--- src/design/sacl_pkg.sv ---
`default_nettype none

package sacl_pkg;

  // fixed field widths
  localparam int ADDR_W       = 64;
  localparam int TAG_W        = 62;  // set and offset take at least two bits
  localparam int SET_BITS_W   = 4;
  localparam int BLOCK_BITS_W = 6;
  localparam int WAYS_W       = 4;
  localparam int CFG_IDX_W    = 2;
  localparam int CFG_DATA_W   = 6;
  localparam int TOTAL_W      = 32;

  localparam logic [SET_BITS_W-1:0]   SET_BITS_RST   = 4'd4;
  localparam logic [BLOCK_BITS_W-1:0] BLOCK_BITS_RST = 6'd4;
  localparam logic [WAYS_W-1:0]       WAYS_RST       = 4'd1;

  typedef enum logic [CFG_IDX_W-1:0] {
    CFG_SET_BITS   = 2'd0,
    CFG_BLOCK_BITS = 2'd1,
    CFG_WAYS       = 2'd2
  } cfg_idx_e;

  typedef enum logic [1:0] {
    ST_IDLE   = 2'd0,
    ST_LOOK   = 2'd1,
    ST_REREAD = 2'd2
  } state_e;

  typedef struct packed {
    logic hit;
    logic miss;
    logic evicted;
  } lk_res_t;

endpackage

`default_nettype wire

--- src/design/sacl_addr_split.sv ---
`default_nettype none

module sacl_addr_split import sacl_pkg::*; #(
  parameter int INDEX_BITS_MAX = 8
) (
  input  logic [ADDR_W-1:0]         address_i,
  input  logic [SET_BITS_W-1:0]     set_bits_i,
  input  logic [BLOCK_BITS_W-1:0]   block_bits_i,
  output logic [INDEX_BITS_MAX-1:0] set_o,
  output logic [TAG_W-1:0]          tag_o
);

  logic [SET_BITS_W-1:0]   sb;
  logic [BLOCK_BITS_W-1:0] bb;
  logic [BLOCK_BITS_W:0]   total;
  logic [ADDR_W-1:0]       blk_addr;
  logic [ADDR_W-1:0]       tag_full;

  always_comb begin
    // clamp the field widths
    if (set_bits_i == '0) begin
      sb = SET_BITS_W'(1);
    end else if (32'(set_bits_i) > INDEX_BITS_MAX) begin
      sb = SET_BITS_W'(INDEX_BITS_MAX);
    end else begin
      sb = set_bits_i;
    end
    bb = (block_bits_i == '0) ? BLOCK_BITS_W'(1) : block_bits_i;

    total    = {1'b0, bb} + (BLOCK_BITS_W + 1)'(sb);
    blk_addr = address_i >> bb;
    set_o    = blk_addr[INDEX_BITS_MAX-1:0] & ~({INDEX_BITS_MAX{1'b1}} << sb);
    tag_full = (32'(total) >= ADDR_W) ? '0 : (address_i >> total);
    tag_o    = tag_full[TAG_W-1:0];
  end

endmodule

`default_nettype wire

--- config.mk ---
export PLATFORM = sky130hd
export DESIGN_NAME = sacl_addr_split
export DESIGN_NICKNAME = d
export VERILOG_FILES = /design/src/design/sacl_pkg.sv /design/src/design/sacl_addr_split.sv
export SDC_FILE = /design/constraint.sdc
export NUM_CORES = 1
export LEC_CHECK = 0
export BUFFER_PORTS_ARGS = -buffer_cell sky130_fd_sc_hd__buf_2
export CORE_ASPECT_RATIO = 2
export CORE_UTILIZATION = 55
export DETAILED_ROUTE_END_ITERATION = 10
export PLACE_DENSITY = 0.88
export SLEW_MARGIN = 20
export SYNTH_ARGS = -nofsm -noshare
export SYNTH_HDL_FRONTEND = slang
export SYNTH_SLANG_ARGS = --single-unit
--- constraint.sdc ---
create_clock -name vclk -period 6.55
set_input_delay 0.9825 -clock vclk [all_inputs]
set_output_delay 0.9825 -clock vclk [all_outputs]
set_load 0.02 [all_outputs]
Yosys cells after proc, flatten, opt, wreduce, memory -nomap -nowiden
Cells that the tools add are included.
{ "word_totals": {"n_memories": 0, "ram_bits": 0, "wordCells": 14, "romBits": 0, "out_inout_bits": 70, "latch_bits": 0, "register_bits": 0} }
{ "op_classes": {"n_mul": 0, "magnitude_cmp": 2, "n_shift": 3, "add_sub_neg": 1, "div": 0, "n_eq_ne": 0, "muxes": 4, "bitwise": 2, "reduce_logical": 2} }
{ "op_table": {"columns": ["cell", "count"], "rows": [
  ["$shr A64 B6 Y8", 1],
  ["$shr A64 B7 Y62", 1],
  ["$mux W62", 1],
  ["$and A8 B8 Y8", 1],
  ["$mux W4", 2],
  ["$not A8 Y8", 1],
  ["$shl A8 B4 Y8 const A", 1],
  ["$add A6 B4 Y7", 1],
  ["$ge A7 B7 Y1 const B", 1],
  ["$logic_not A6 Y1", 1],
  ["$mux W6", 1],
  ["$gt A4 B4 Y1 const B", 1],
  ["$logic_not A4 Y1", 1]
]} }

Longest topological paths before layout
{ "logic_depth": {"depth_word": 6, "depth_mapped": 19} }

Worst setup path before layout
Ideal clock, no wire load.
{ "synth_timing": {"path_type": "input-to-output", "start": "input port block_bits_i[2]", "end": "output port tag_o[3]", "path_stages": 19, "path_buffers": 6, "path_slack_ns": 1.101, "arrival_time_ns": 4.467, "path_cell_list": "buf_6 > nor2_2 > a21oi_2 > buf_6 > inv_2 > clkbuf_1 > ha_1 > inv_1 > fa_1 > buf_2 > buf_2 > buf_2 > nand2_1 > or2_2 > o21ai_0 > mux2i_1 > nor2_1 > a21oi_1 > o22ai_1"} }
{ "synth_between": {"elab_chain_cells": 5, "word_cells_on_any_way": 6} }
{ "synth_rtl": {"columns": ["item", "line", "text"], "rows": [
  ["start, declared", "sacl_addr_split.sv:8", "input logic [BLOCK_BITS_W-1:0] block_bits_i,"],
  ["$logic_not A6 Y1", "sacl_addr_split.sv:28", "bb = (block_bits_i == '0) ? BLOCK_BITS_W'(1) : block_bits_i;"],
  ["$mux W6 *", "sacl_addr_split.sv:28", null],
  ["$add A6 B4 Y7 *", "sacl_addr_split.sv:30", "total = {1'b0, bb} + (BLOCK_BITS_W + 1)'(sb);"],
  ["$shr A64 B7 Y62 / $ge A7 B7 Y1 (equally long branches)", "sacl_addr_split.sv:33", "tag_full = (32'(total) >= ADDR_W) ? '0 : (address_i >> total);"],
  ["$mux W62 *", "sacl_addr_split.sv:33", null],
  ["end, declared", "sacl_addr_split.sv:10", "output logic [TAG_W-1:0] tag_o"]
]} }
Every way passes the cells marked *; elsewhere a longest branch is shown, timed or not.

Worst setup path in the final report
{ "layout_timing": {"start": "input port block_bits_i[2]", "end": "output port tag_o[27]"} }
The elaborated chain is that of the path after synthesis.

==> run_results.csv <==
group,metric,value,unit
outcome,outcome,"finished, final reports clean",
sta,worstMarginPinSlew,1150,ps
pwr,cellLeakagePower,3.72,nW
global_routing,grt_pass1_wl,68400,microns
critical_path,crit_required,5570,ps
place,io_buffer_count,144,
clocking,postCtsHoldBufs,0,
place,placed_cell_area,8840,sq um
synthesis,synth_cell_type_count,82,
critical_path,crit_path_end_kind,"output pin",
final_layout,seq_cells,0,
route,drc_errors,0,
synthesis,synth_nets,1236,
place,pre_cts_slack,676,ps
synthesis,netlist.area_leader.share,16.6,%
synthesis,syn_area_per_cell,7.02,sq um
sta,period_share,95.2,%
global_routing,grt_overflow,0,
critical_path,slowest_stage,"fa_4",
global_routing,antenna_found_initial,0,
hold_path,hold_path_end,"set_o[7]",
pwr,p_switching,1.02,mW
hold_path,min_from,"set_bits_i[3]",
route,wl_per_cell,32.1,microns
sta,fin_hold_ws,2600,ps
floorplan,start_util,56.6,%
pwr,seqPwrFrac,0,%
pwr,cellInternalPower,0.557,mW
hold_path,holdPathStages,4,
critical_path,cp_max_fo,18,
floorplan,io_pins,144,
critical_path,worstSetupPathType,"in -> out",
route,finalWirelength,44700,microns
floorplan,die_area,15300,sq um
final_layout,layout.cells.non_filler,1393,
final_layout,register_area,0,sq um
sta,period_needed,6240,ps
route,vias_per_cell,7.90,
clocking,postCtsSetupBuffers,0,
floorplan,fp.dieW,87.9,microns
synthesis,synth_cells,1157,
pwr,p_clk_share,0,%
final_layout,stdcell_area,8850,sq um
pwr,p_comb_share,100.0,%
sta,finalSetupViolCount,0,
final_layout,final_layout_size_suffix_gt1_share,25.8,%
clocking,cts_resized,0,
route,drtPass1Iterations,9,
synthesis,synthTopCellsByArea,"mux4_2, mux2i_1, nand2_1",
final_layout,layout_common_cells,"nand2_1, nor2_1, buf_2, mux2i_1, mux4_2",
final_layout,diodes,0,
final_layout,nNetsFinal,1282,
hold_path,holdCritPathClass,"in -> out",
route,ant_nets,0,
route,vias,11000,
final_layout,final_common_cell,"nand2_1",
synthesis,synth.cell_area,8120,sq um
floorplan,rows,62,
critical_path,worst_path_most_repeated_cell,"mux2i_1",
final_layout,final_core_util,61.7,%
critical_path,critPathArrivalTime,5260,ps
sta,grt_setup_unrepaired,"no",
synthesis,synth_top_area_cell,"mux4_2",
synthesis,yosysSeqAreaShare,0,%
floorplan,die_y,174,microns
pwr,swShare,64.7,%
final_layout,nClkBuffers,0,
sta,slew_violations,0,
synthesis,yosysWarnings,0,
place,place_congestion,1.11,
global_routing,grt_util_all_layers,60.5,%
floorplan,core,14400,sq um
critical_path,critPathMaxStageDelay,1040,ps
global_routing,grt_pass1_vias,10700,
pwr,p_total,1.58,mW
pwr,power_density,178,nW/um^2
pwr,ir_worst_vdd,0.0906,mV
place,hpwl,31600,microns
route,drt_iter0_drc,1715,
sta,slew_headroom,22.8,%
global_routing,grt_max_degree,69,
place,dpl.cell_count,1392,
critical_path,path_cells,"buf_2 > nor2_2 > a21oi_4 > inv_2 > ha_2 > inv_1 > fa_4 > buf_4 > mux2_2 > mux2i_1 > mux2i_1 > mux2i_1 > nor2_1 > a21oi_1 > o22ai_1 > buf_2",
sta,setup_tns,0,ps
sta,fmax,0.160,GHz
critical_path,start_kind,"input port",
job,max-cap-violations,0,
final_layout,syn_to_final_growth,8.97,%
sta,setup_slack,311,ps
sta,hold_viol,0,
==> logic make-up (layout without fill, tap and decap cells) <==
group / after synthesis / after routing / share of synthesized area (%)
muxes: 233 / 233 / 38.7
xor gates and xnor gates: 8 / 8 / 0.863
and+or+nand+nor: 458 / 458 / 25.0
adders and majority gates: 5 / 5 / 0.863
AOI/OAI and AO/OA: 302 / 302 / 25.8
buffers and inverters: 151 / 195 / 8.75
==> synthesized netlist by cell type (4+ instances only) <==
| library cell | number |
|---|---|
| ha_1 | 4 |
| buf_4 | 11 |
| a2bb2oi_1 | 7 |
| nand4_1 | 8 |
| nand2_1 | 166 |
| a311oi_1 | 5 |
| a31oi_1 | 31 |
| inv_1 | 9 |
| clkbuf_1 | 67 |
| mux4_2 | 60 |
| o22ai_1 | 36 |
| or3_1 | 16 |
| a21oi_1 | 56 |
| xnor2_1 | 6 |
| o21a_1 | 5 |
| nor3b_1 | 5 |
| o21ai_1 | 5 |
| a211oi_1 | 6 |
| o21bai_1 | 10 |
| o221ai_1 | 9 |
| or2_2 | 7 |
| a22oi_1 | 10 |
| a32o_1 | 4 |
| o32ai_1 | 8 |
| nor2_1 | 148 |
| nor2b_1 | 8 |
| o211ai_1 | 15 |
| a32oi_1 | 4 |
| mux2_2 | 38 |
| nand2b_1 | 24 |
| o21ai_0 | 36 |
| o2111ai_1 | 8 |
| nand3_1 | 34 |
| buf_2 | 51 |
| mux2i_1 | 134 |
| nor3_1 | 23 |
==> worst max path at each step <==
stage	slack [ps]	cells past startpoint	startpoint	end
after floorplan	1100	19	block_bits_i[2]	tag_o[3]
after global placement	760	17	block_bits_i[2]	tag_o[8]
after detailed placement	680	16	block_bits_i[2]	tag_o[26]
after CTS	670	16	block_bits_i[2]	tag_o[26]
after global routing	130	16	block_bits_i[2]	tag_o[26]
final	310	16	block_bits_i[2]	tag_o[27]
==> worst max-delay path, delay by kind of cell <==
family / cells / cell delay [ps]
adders and majority gates: 2 / 1210
AOI/OAI and AO/OA: 3 / 930
muxes: 4 / 920
buffers and inverters: 5 / 790
and+or+nand+nor: 2 / 410
==> power by group through the flow <==
stage | logic [mW] | clock network [mW] | registers (mW)
6_report | 1.58 | 0 | 0
5_1_grt | 1.67 | 0 | 0
4_1_cts | 1.49 | 0 | 0
3_5_place_dp | 1.49 | 0 | 0
3_3_place_gp | 1.48 | 0 | 0
2_1_floorplan | 1.04 | 0 | 0
==> layer usage <==
| layer | routed length [microns] | vias up | GRT usage, % |
|---|---|---|---|
| li1 | - | 4486 | - |
| met1 | 13000 | 5020 | 58.7 |
| met2 | 19500 | 1020 | 86.5 |
| met3 | 5970 | 482 | 33.8 |
| met4 | 6200 | 0 | 58.4 |
| met5 | 0 | - | 6.29 |
==> final cells by class <==
type / instances / area [sq um]
timing repair buffer: 182 / 1060
fill: 1367 / 5500
inverter: 13 / 51.3
tap: 192 / 240
multi-input combinational: 1006 / 7500
Note: power is estimated with default switching activity, not from simulation.
