$ cat src/design/sacl_pkg.sv
`default_nettype none

package sacl_pkg;

  // fixed field widths
  localparam int ADDR_W       = 64;
  localparam int TAG_W        = 62;  // set and offset take at least two bits
  localparam int SET_BITS_W   = 4;
  localparam int BLOCK_BITS_W = 6;
  localparam int WAYS_W       = 4;
  localparam int CFG_IDX_W    = 2;
  localparam int CFG_DATA_W   = 6;
  localparam int TOTAL_W      = 32;

  localparam logic [SET_BITS_W-1:0]   SET_BITS_RST   = 4'd4;
  localparam logic [BLOCK_BITS_W-1:0] BLOCK_BITS_RST = 6'd4;
  localparam logic [WAYS_W-1:0]       WAYS_RST       = 4'd1;

  typedef enum logic [CFG_IDX_W-1:0] {
    CFG_SET_BITS   = 2'd0,
    CFG_BLOCK_BITS = 2'd1,
    CFG_WAYS       = 2'd2
  } cfg_idx_e;

  typedef enum logic [1:0] {
    ST_IDLE   = 2'd0,
    ST_LOOK   = 2'd1,
    ST_REREAD = 2'd2
  } state_e;

  typedef struct packed {
    logic hit;
    logic miss;
    logic evicted;
  } lk_res_t;

endpackage

`default_nettype wire

$ cat src/design/sacl_lookup.sv
`default_nettype none

module sacl_lookup import sacl_pkg::*; #(
  parameter int WAYS_MAX = 8,
  parameter int RANK_W   = 3,
  parameter int NW_W     = 4
) (
  input  logic [WAYS_MAX-1:0]             valid_i,
  input  logic [WAYS_MAX-1:0][RANK_W-1:0] rank_i,
  input  logic [WAYS_MAX-1:0][TAG_W-1:0]  row_tag_i,
  input  logic [TAG_W-1:0]                lk_tag_i,
  input  logic [NW_W-1:0]                 nways_i,
  output lk_res_t                         res_o,
  output logic [WAYS_MAX-1:0]             new_valid_o,
  output logic [WAYS_MAX-1:0][RANK_W-1:0] new_rank_o,
  output logic [WAYS_MAX-1:0][TAG_W-1:0]  new_tag_o
);

  localparam logic [RANK_W-1:0] RANK_MAX = RANK_W'(WAYS_MAX - 1);

  logic [WAYS_MAX-1:0] active;
  logic                found;
  logic                full;
  logic                free_found;
  logic [RANK_W-1:0]   hit_way;
  logic [RANK_W-1:0]   vic_way;
  logic [RANK_W-1:0]   free_way;
  logic [RANK_W-1:0]   way;
  logic [RANK_W-1:0]   old_rank;

  always_comb begin
    found      = 1'b0;
    full       = 1'b1;
    free_found = 1'b0;
    hit_way    = '0;
    vic_way    = '0;
    free_way   = '0;

    for (int i = 0; i < WAYS_MAX; i++) begin
      active[i] = (NW_W'(i) < nways_i);
    end

    // lowest matching way, and whether the active ways are all in use
    for (int i = 0; i < WAYS_MAX; i++) begin
      if (active[i]) begin
        if (valid_i[i]) begin
          if (!found && (row_tag_i[i] == lk_tag_i)) begin
            found   = 1'b1;
            hit_way = RANK_W'(i);
          end
        end else begin
          full = 1'b0;
          if (!free_found) begin
            free_found = 1'b1;
            free_way   = RANK_W'(i);
          end
        end
      end
    end

    // oldest active way, ties to the lowest
    for (int i = 1; i < WAYS_MAX; i++) begin
      if (active[i] && (rank_i[i] > rank_i[vic_way])) begin
        vic_way = RANK_W'(i);
      end
    end

    if (found) begin
      way      = hit_way;
      old_rank = rank_i[hit_way];
    end else if (full) begin
      way      = vic_way;
      old_rank = rank_i[vic_way];
    end else begin
      way      = free_way;
      old_rank = RANK_MAX;
    end

    new_valid_o = valid_i;
    new_rank_o  = rank_i;
    new_tag_o   = row_tag_i;
    for (int i = 0; i < WAYS_MAX; i++) begin
      if (active[i] && (RANK_W'(i) != way) && valid_i[i] && (rank_i[i] < old_rank)) begin
        new_rank_o[i] = rank_i[i] + RANK_W'(1);
      end
    end
    new_rank_o[way]  = '0;
    new_valid_o[way] = 1'b1;
    if (!found) begin
      new_tag_o[way] = lk_tag_i;
    end

    res_o.hit     = found;
    res_o.miss    = !found;
    res_o.evicted = !found && full;
  end

endmodule

`default_nettype wire

$ cat config.mk
export PLATFORM = sky130hd
export DESIGN_NAME = sacl_lookup
export DESIGN_NICKNAME = d
export VERILOG_FILES = /design/src/design/sacl_pkg.sv /design/src/design/sacl_lookup.sv
export SDC_FILE = /design/constraint.sdc
export NUM_CORES = 1
export LEC_CHECK = 0
export BUFFER_PORTS_ARGS = -buffer_cell sky130_fd_sc_hd__buf_2
export CAP_MARGIN = 5
export CORE_AREA = 2 2 439 441
export DETAILED_ROUTE_END_ITERATION = 12
export DIE_AREA = 0 0 441 443
export GPL_TIMING_DRIVEN = 1
export PLACE_DENSITY = 0.3
export REMOVE_ABC_BUFFERS = 1
export SLEW_MARGIN = 20
export SYNTH_ARGS = -nofsm -noshare
export SYNTH_HDL_FRONTEND = slang
export SYNTH_SLANG_ARGS = --single-unit
$ cat constraint.sdc
create_clock -name vclk -period 24.7
set_input_delay 4.94 -clock vclk [all_inputs]
set_output_delay 4.94 -clock vclk [all_outputs]
set_load 0.005 [all_outputs]
==> Word-level counts from Yosys, hierarchy flattened <==
Index checks and enable logic that the tools add are counted.
{ "word_totals": {"inputBits": 594, "ff_bits": 0, "output_inout_bits": 531} }
{ "op_classes": {"reduce_logical": 49, "bitwise_logic": 3, "add_sub_neg": 8, "n_eq_ne": 15, "mux": 139, "magnitude_cmp": 33} }
{ "ops": {"columns": ["operator", "count"], "rows": [
  ["496-bit bitwise mux", 1],
  ["62-bit equality test", 8],
  ["496-bit 2-to-1 mux", 1],
  ["3-bit 2-to-1 mux", 63],
  ["62-bit demux with 3-bit select", 1],
  ["3-bit binary-select mux with 3-bit select", 8],
  ["1-bit 2-to-1 mux", 62],
  ["62-bit 2-to-1 mux", 1],
  ["1-bit logical AND", 40],
  ["3-bit by 4-bit < comparator with 1-bit output, second input constant", 9],
  ["3-bit by 1-bit adder with 3-bit output, second input constant", 8],
  ["24-bit bitwise AND", 1],
  ["3-bit < comparator", 8],
  ["24-bit inverter", 1],
  ["3-bit > comparator", 7],
  ["3-bit by 4-bit < comparator with 1-bit output, first input constant", 4],
  ["3-bit inequality test, first input constant", 4],
  ["3-bit demux with 3-bit select", 1],
  ["1-bit zero test", 8],
  ["1-bit by 4-bit < comparator with 1-bit output, first input constant", 2],
  ["2-bit by 4-bit < comparator with 1-bit output, first input constant", 2],
  ["8-bit OR", 1],
  ["2-bit by 3-bit inequality test with 1-bit output, first input constant", 2],
  ["1-bit demux with 3-bit select", 1],
  ["3 further kinds", 3]
]} }

==> Depth between registers and ports, before layout <==
{ "depth": {"depth_word": 46, "mapped_depth": 70, "depth_no_buf": 63} }

==> Worst setup path before layout <==
Ideal clock, no wire load.
{ "synth_path": {"kind": "input -> output", "startpoint": "input port rank_i[1] in the netlist's numbering", "endpoint": "output port new_rank_o[12] in the netlist's numbering", "path_stages": 58, "required_ps": 19760, "arrival_time_ps": 16962, "path_buffers": 6, "path_slack_ps": 2798, "cell_sequence": "clkbuf_1 inv_1 ha_1 nand2_1 o21ai_0 nand2_1 mux2i_1 ha_1 nand2_1 o21ai_0 nand2_1 a21o_1 ha_1 a311oi_1 and2_1 clkbuf_1 a21oi_1 ha_1 [... 22 more ...] o21a_1 o21ai_0 clkbuf_1 nand3_1 o22ai_1 ha_1 nor2b_1 o31ai_1 nand4b_1 inv_1 mux2_2 a221o_1 nand2_1 o211ai_2 maj3_2 maj3_2 or3_1 a21oi_1"} }
{ "synth_lines": {"columns": ["item", "line_no", "rtl"], "rows": [
  ["start, declared", "sacl_lookup.sv:9", "input logic [WAYS_MAX-1:0][RANK_W-1:0] rank_i,"],
  ["end, declared", "sacl_lookup.sv:15", "output logic [WAYS_MAX-1:0][RANK_W-1:0] new_rank_o,"]
]} }

==> results.cfg <==
[outcome]
status = complete, no violations

[final_layout]
final_layout_size_suffix_gt1_share_pct = 53.1
fin_area_um2 = 26500
area_growth_pct = 53.2
regArea_um2 = 0
n_fill_cell = 22330
fin_nets = 3943
final.clkbuf_count = 0
seq_cell_count = 0
stdcell_count = 5924
multi_input_area_um2 = 16200
final_core_util_pct = 13.9

[timing]
worst_pin_slew_ns = 1.02
fin_crit_sh_pct = 95.1
timing.hold.ws_ns = 10.21
slew_viol_final = 0
final.setup.tns_ns = 0
max_slew_margin_pct = 31.8
hold_violations = 0
rsz0062_at_grt = false
fin_ws_ns = 1.22
finalSetupViolations = 0
fmax_ghz = 0.0426
min_period_ns = 23.48

[setup_path]
crit_top_cell = o21ai_0
crit_type = in2out
slowest_stage = a311oi_1
cp_max_fo = 70
startpoint_type = input port
cpPeakStageDelay_ns = 0.69
path_buf_inv = 7
worstPathArrival_ns = 18.54
crit_cells = 60
critPathCapture = new_tag_o[304]
crit_start = rank_i[2]
required_ns = 19.76
cp_top_family = compound AO/OA/AOI/OAI gates
end_kind = primary output

[floorplan]
row_count = 161
pin_count = 1125
die-width_um = 441
die_y_um = 443
die-area_um2 = 195000
core_area_um2 = 191000
initial_core_util_pct = 9.05

[drt]
drc = 0
wl_met3_um = 20700
via_per_inst = 4.48
wl_um = 260000
first_pass_iters = 6
wl_met1_um = 99600
highest_layer = met5
num_vias = 26512
wl_met2_um = 123000
final_antenna_net_count = 0
drt_iter0_drc = 3382
wl_per_cell_um = 43.9

[clock_tree]
hold_buffers = 0
post_cts_buffers = 0

[grt]
grt_use_total_pct = 25.3
grt.overflow.total = 0
grt_pass1_wl_um = 314000
antenna_found_initial = 188
grt_pass1_vias = 24922
grt_max_degree = 71

[logic_synthesis]
synth_top_cell_area_share_pct = 29.9
synth.avg_cell_area_um2 = 7.62
ys_warn_count = 0
ys_top_cells_by_area = mux2_2, xnor2_1, xor2_1
syn_area_um2 = 17300
synthXorXnorAreaFrac_pct = 22.2
synth_fa_ha_area_share_pct = 2.60
ys_seq_area_share_pct = 0
synth_largest_area_cell = mux2_2
synthMuxAreaShare_pct = 31.3
synthCells = 2269
synth_cell_type_count = 92
synth-simple-area-share_pct = 27.5
synth-compound-area-share_pct = 9.89
synth_top_family_by_area = multiplexers

[power_and_ir_drop]
power_density_nw_per_um2 = 36.1
peakVddDrop_mv = 0.0270
p_leak_nw = 10.6
power.total_mw = 0.956

[run]
drv_cap = 0

[placement]
place.gp.congestion = 0.960
hpwl_um = 224000
placed_area_um2 = 26300
numPortBuffers = 1125
place.detailed.instances = 5844
dp_worst_setup_slack_ns = 1.30

[worst_hold_path]
min_path_type = in2out
hold_depth = 3
## cell usage in the layout, fill, tap and decap left out, types with 29 or more instances in the layout
cell type	instances
nor4_1	89
nor2b_1	46
ha_1	29
o21ai_0	74
buf_2	1124
xor2_1	148
a21oi_1	51
nand2_1	120
nand4_1	173
xnor2_1	275
nor3_1	49
nand2b_1	118
diode_2	80
nand3_1	29
nor2_1	70
inv_1	40
buf_4	109
mux2_2	460
## power breakdown
part	switching [mW]	total (mW)	internal, mW
clock	0	0.0000000434	0.0000000429
sequential	0	0	0
combinational	0.603	0.956	0.353
total	0.603	0.956	0.353
## synth_stat cells, types with 9 or more instances
master,instances
xor2_1,148
mux2i_1,16
nand4_1,173
nor3_1,49
and3_1,12
buf_6,9
a31oi_1,11
o21ai_0,74
nand2_1,123
or3_1,12
xnor2_1,275
nor4_1,90
o21a_1,9
nor2_1,72
nand3_1,30
ha_1,29
and2_1,12
clkbuf_1,75
nor2b_1,46
mux2_2,460
or4_1,16
a21oi_1,52
o22ai_1,10
nand2b_1,118
buf_2,99
nand4b_1,21
inv_1,40
## final cells by class
cell class | instances | area share (%)
antenna | 80 | 0.755
inverter | 40 | 0.567
multi-input combinational | 2030 | 61.3
tap | 2526 | 11.9
timing repair buffer | 1248 | 25.4
## logic make-up after synthesis
group	Yosys count
AND/OR/NAND/NOR	824
AO/OA/AOI/OAI	255
adder cells (fa/ha/maj)	37
multiplexers	483
XOR/XNOR	431
buffers and inverters	239
## routing by layer
layer	GRT usage, %	up-vias
met5	0	-
met4	13.5	58
met3	5.04	487
met2	42.1	1975
met1	30.4	13446
li1	-	10546
## worst min-delay path by stage
stage          slack (ns)             end           start
6_report            10.21  new_tag_o[187]  row_tag_i[187]
5_1_grt             10.22  new_tag_o[448]  row_tag_i[448]
4_1_cts             10.19  new_tag_o[448]  row_tag_i[448]
3_5_place_dp        10.19  new_tag_o[448]  row_tag_i[448]
3_3_place_gp        10.19  new_tag_o[448]  row_tag_i[448]
2_1_floorplan        9.94   new_rank_o[0]       rank_i[0]
## tightest hold or removal path: cells and delay by family
| kind | cells | cell delay [ns] |
|---|---|---|
| buf+inv | 2 | 0.19 |
| mux | 1 | 0.13 |
## what timing repair did
| item | in CTS | in global routing |
|---|---|---|
| endpoints found under the hold margin | 0 | 0 |
| resized for setup | 0 | 1 |
| endpoints found under the setup margin | 0 | 98 |
(Power assumes the default switching activity.)
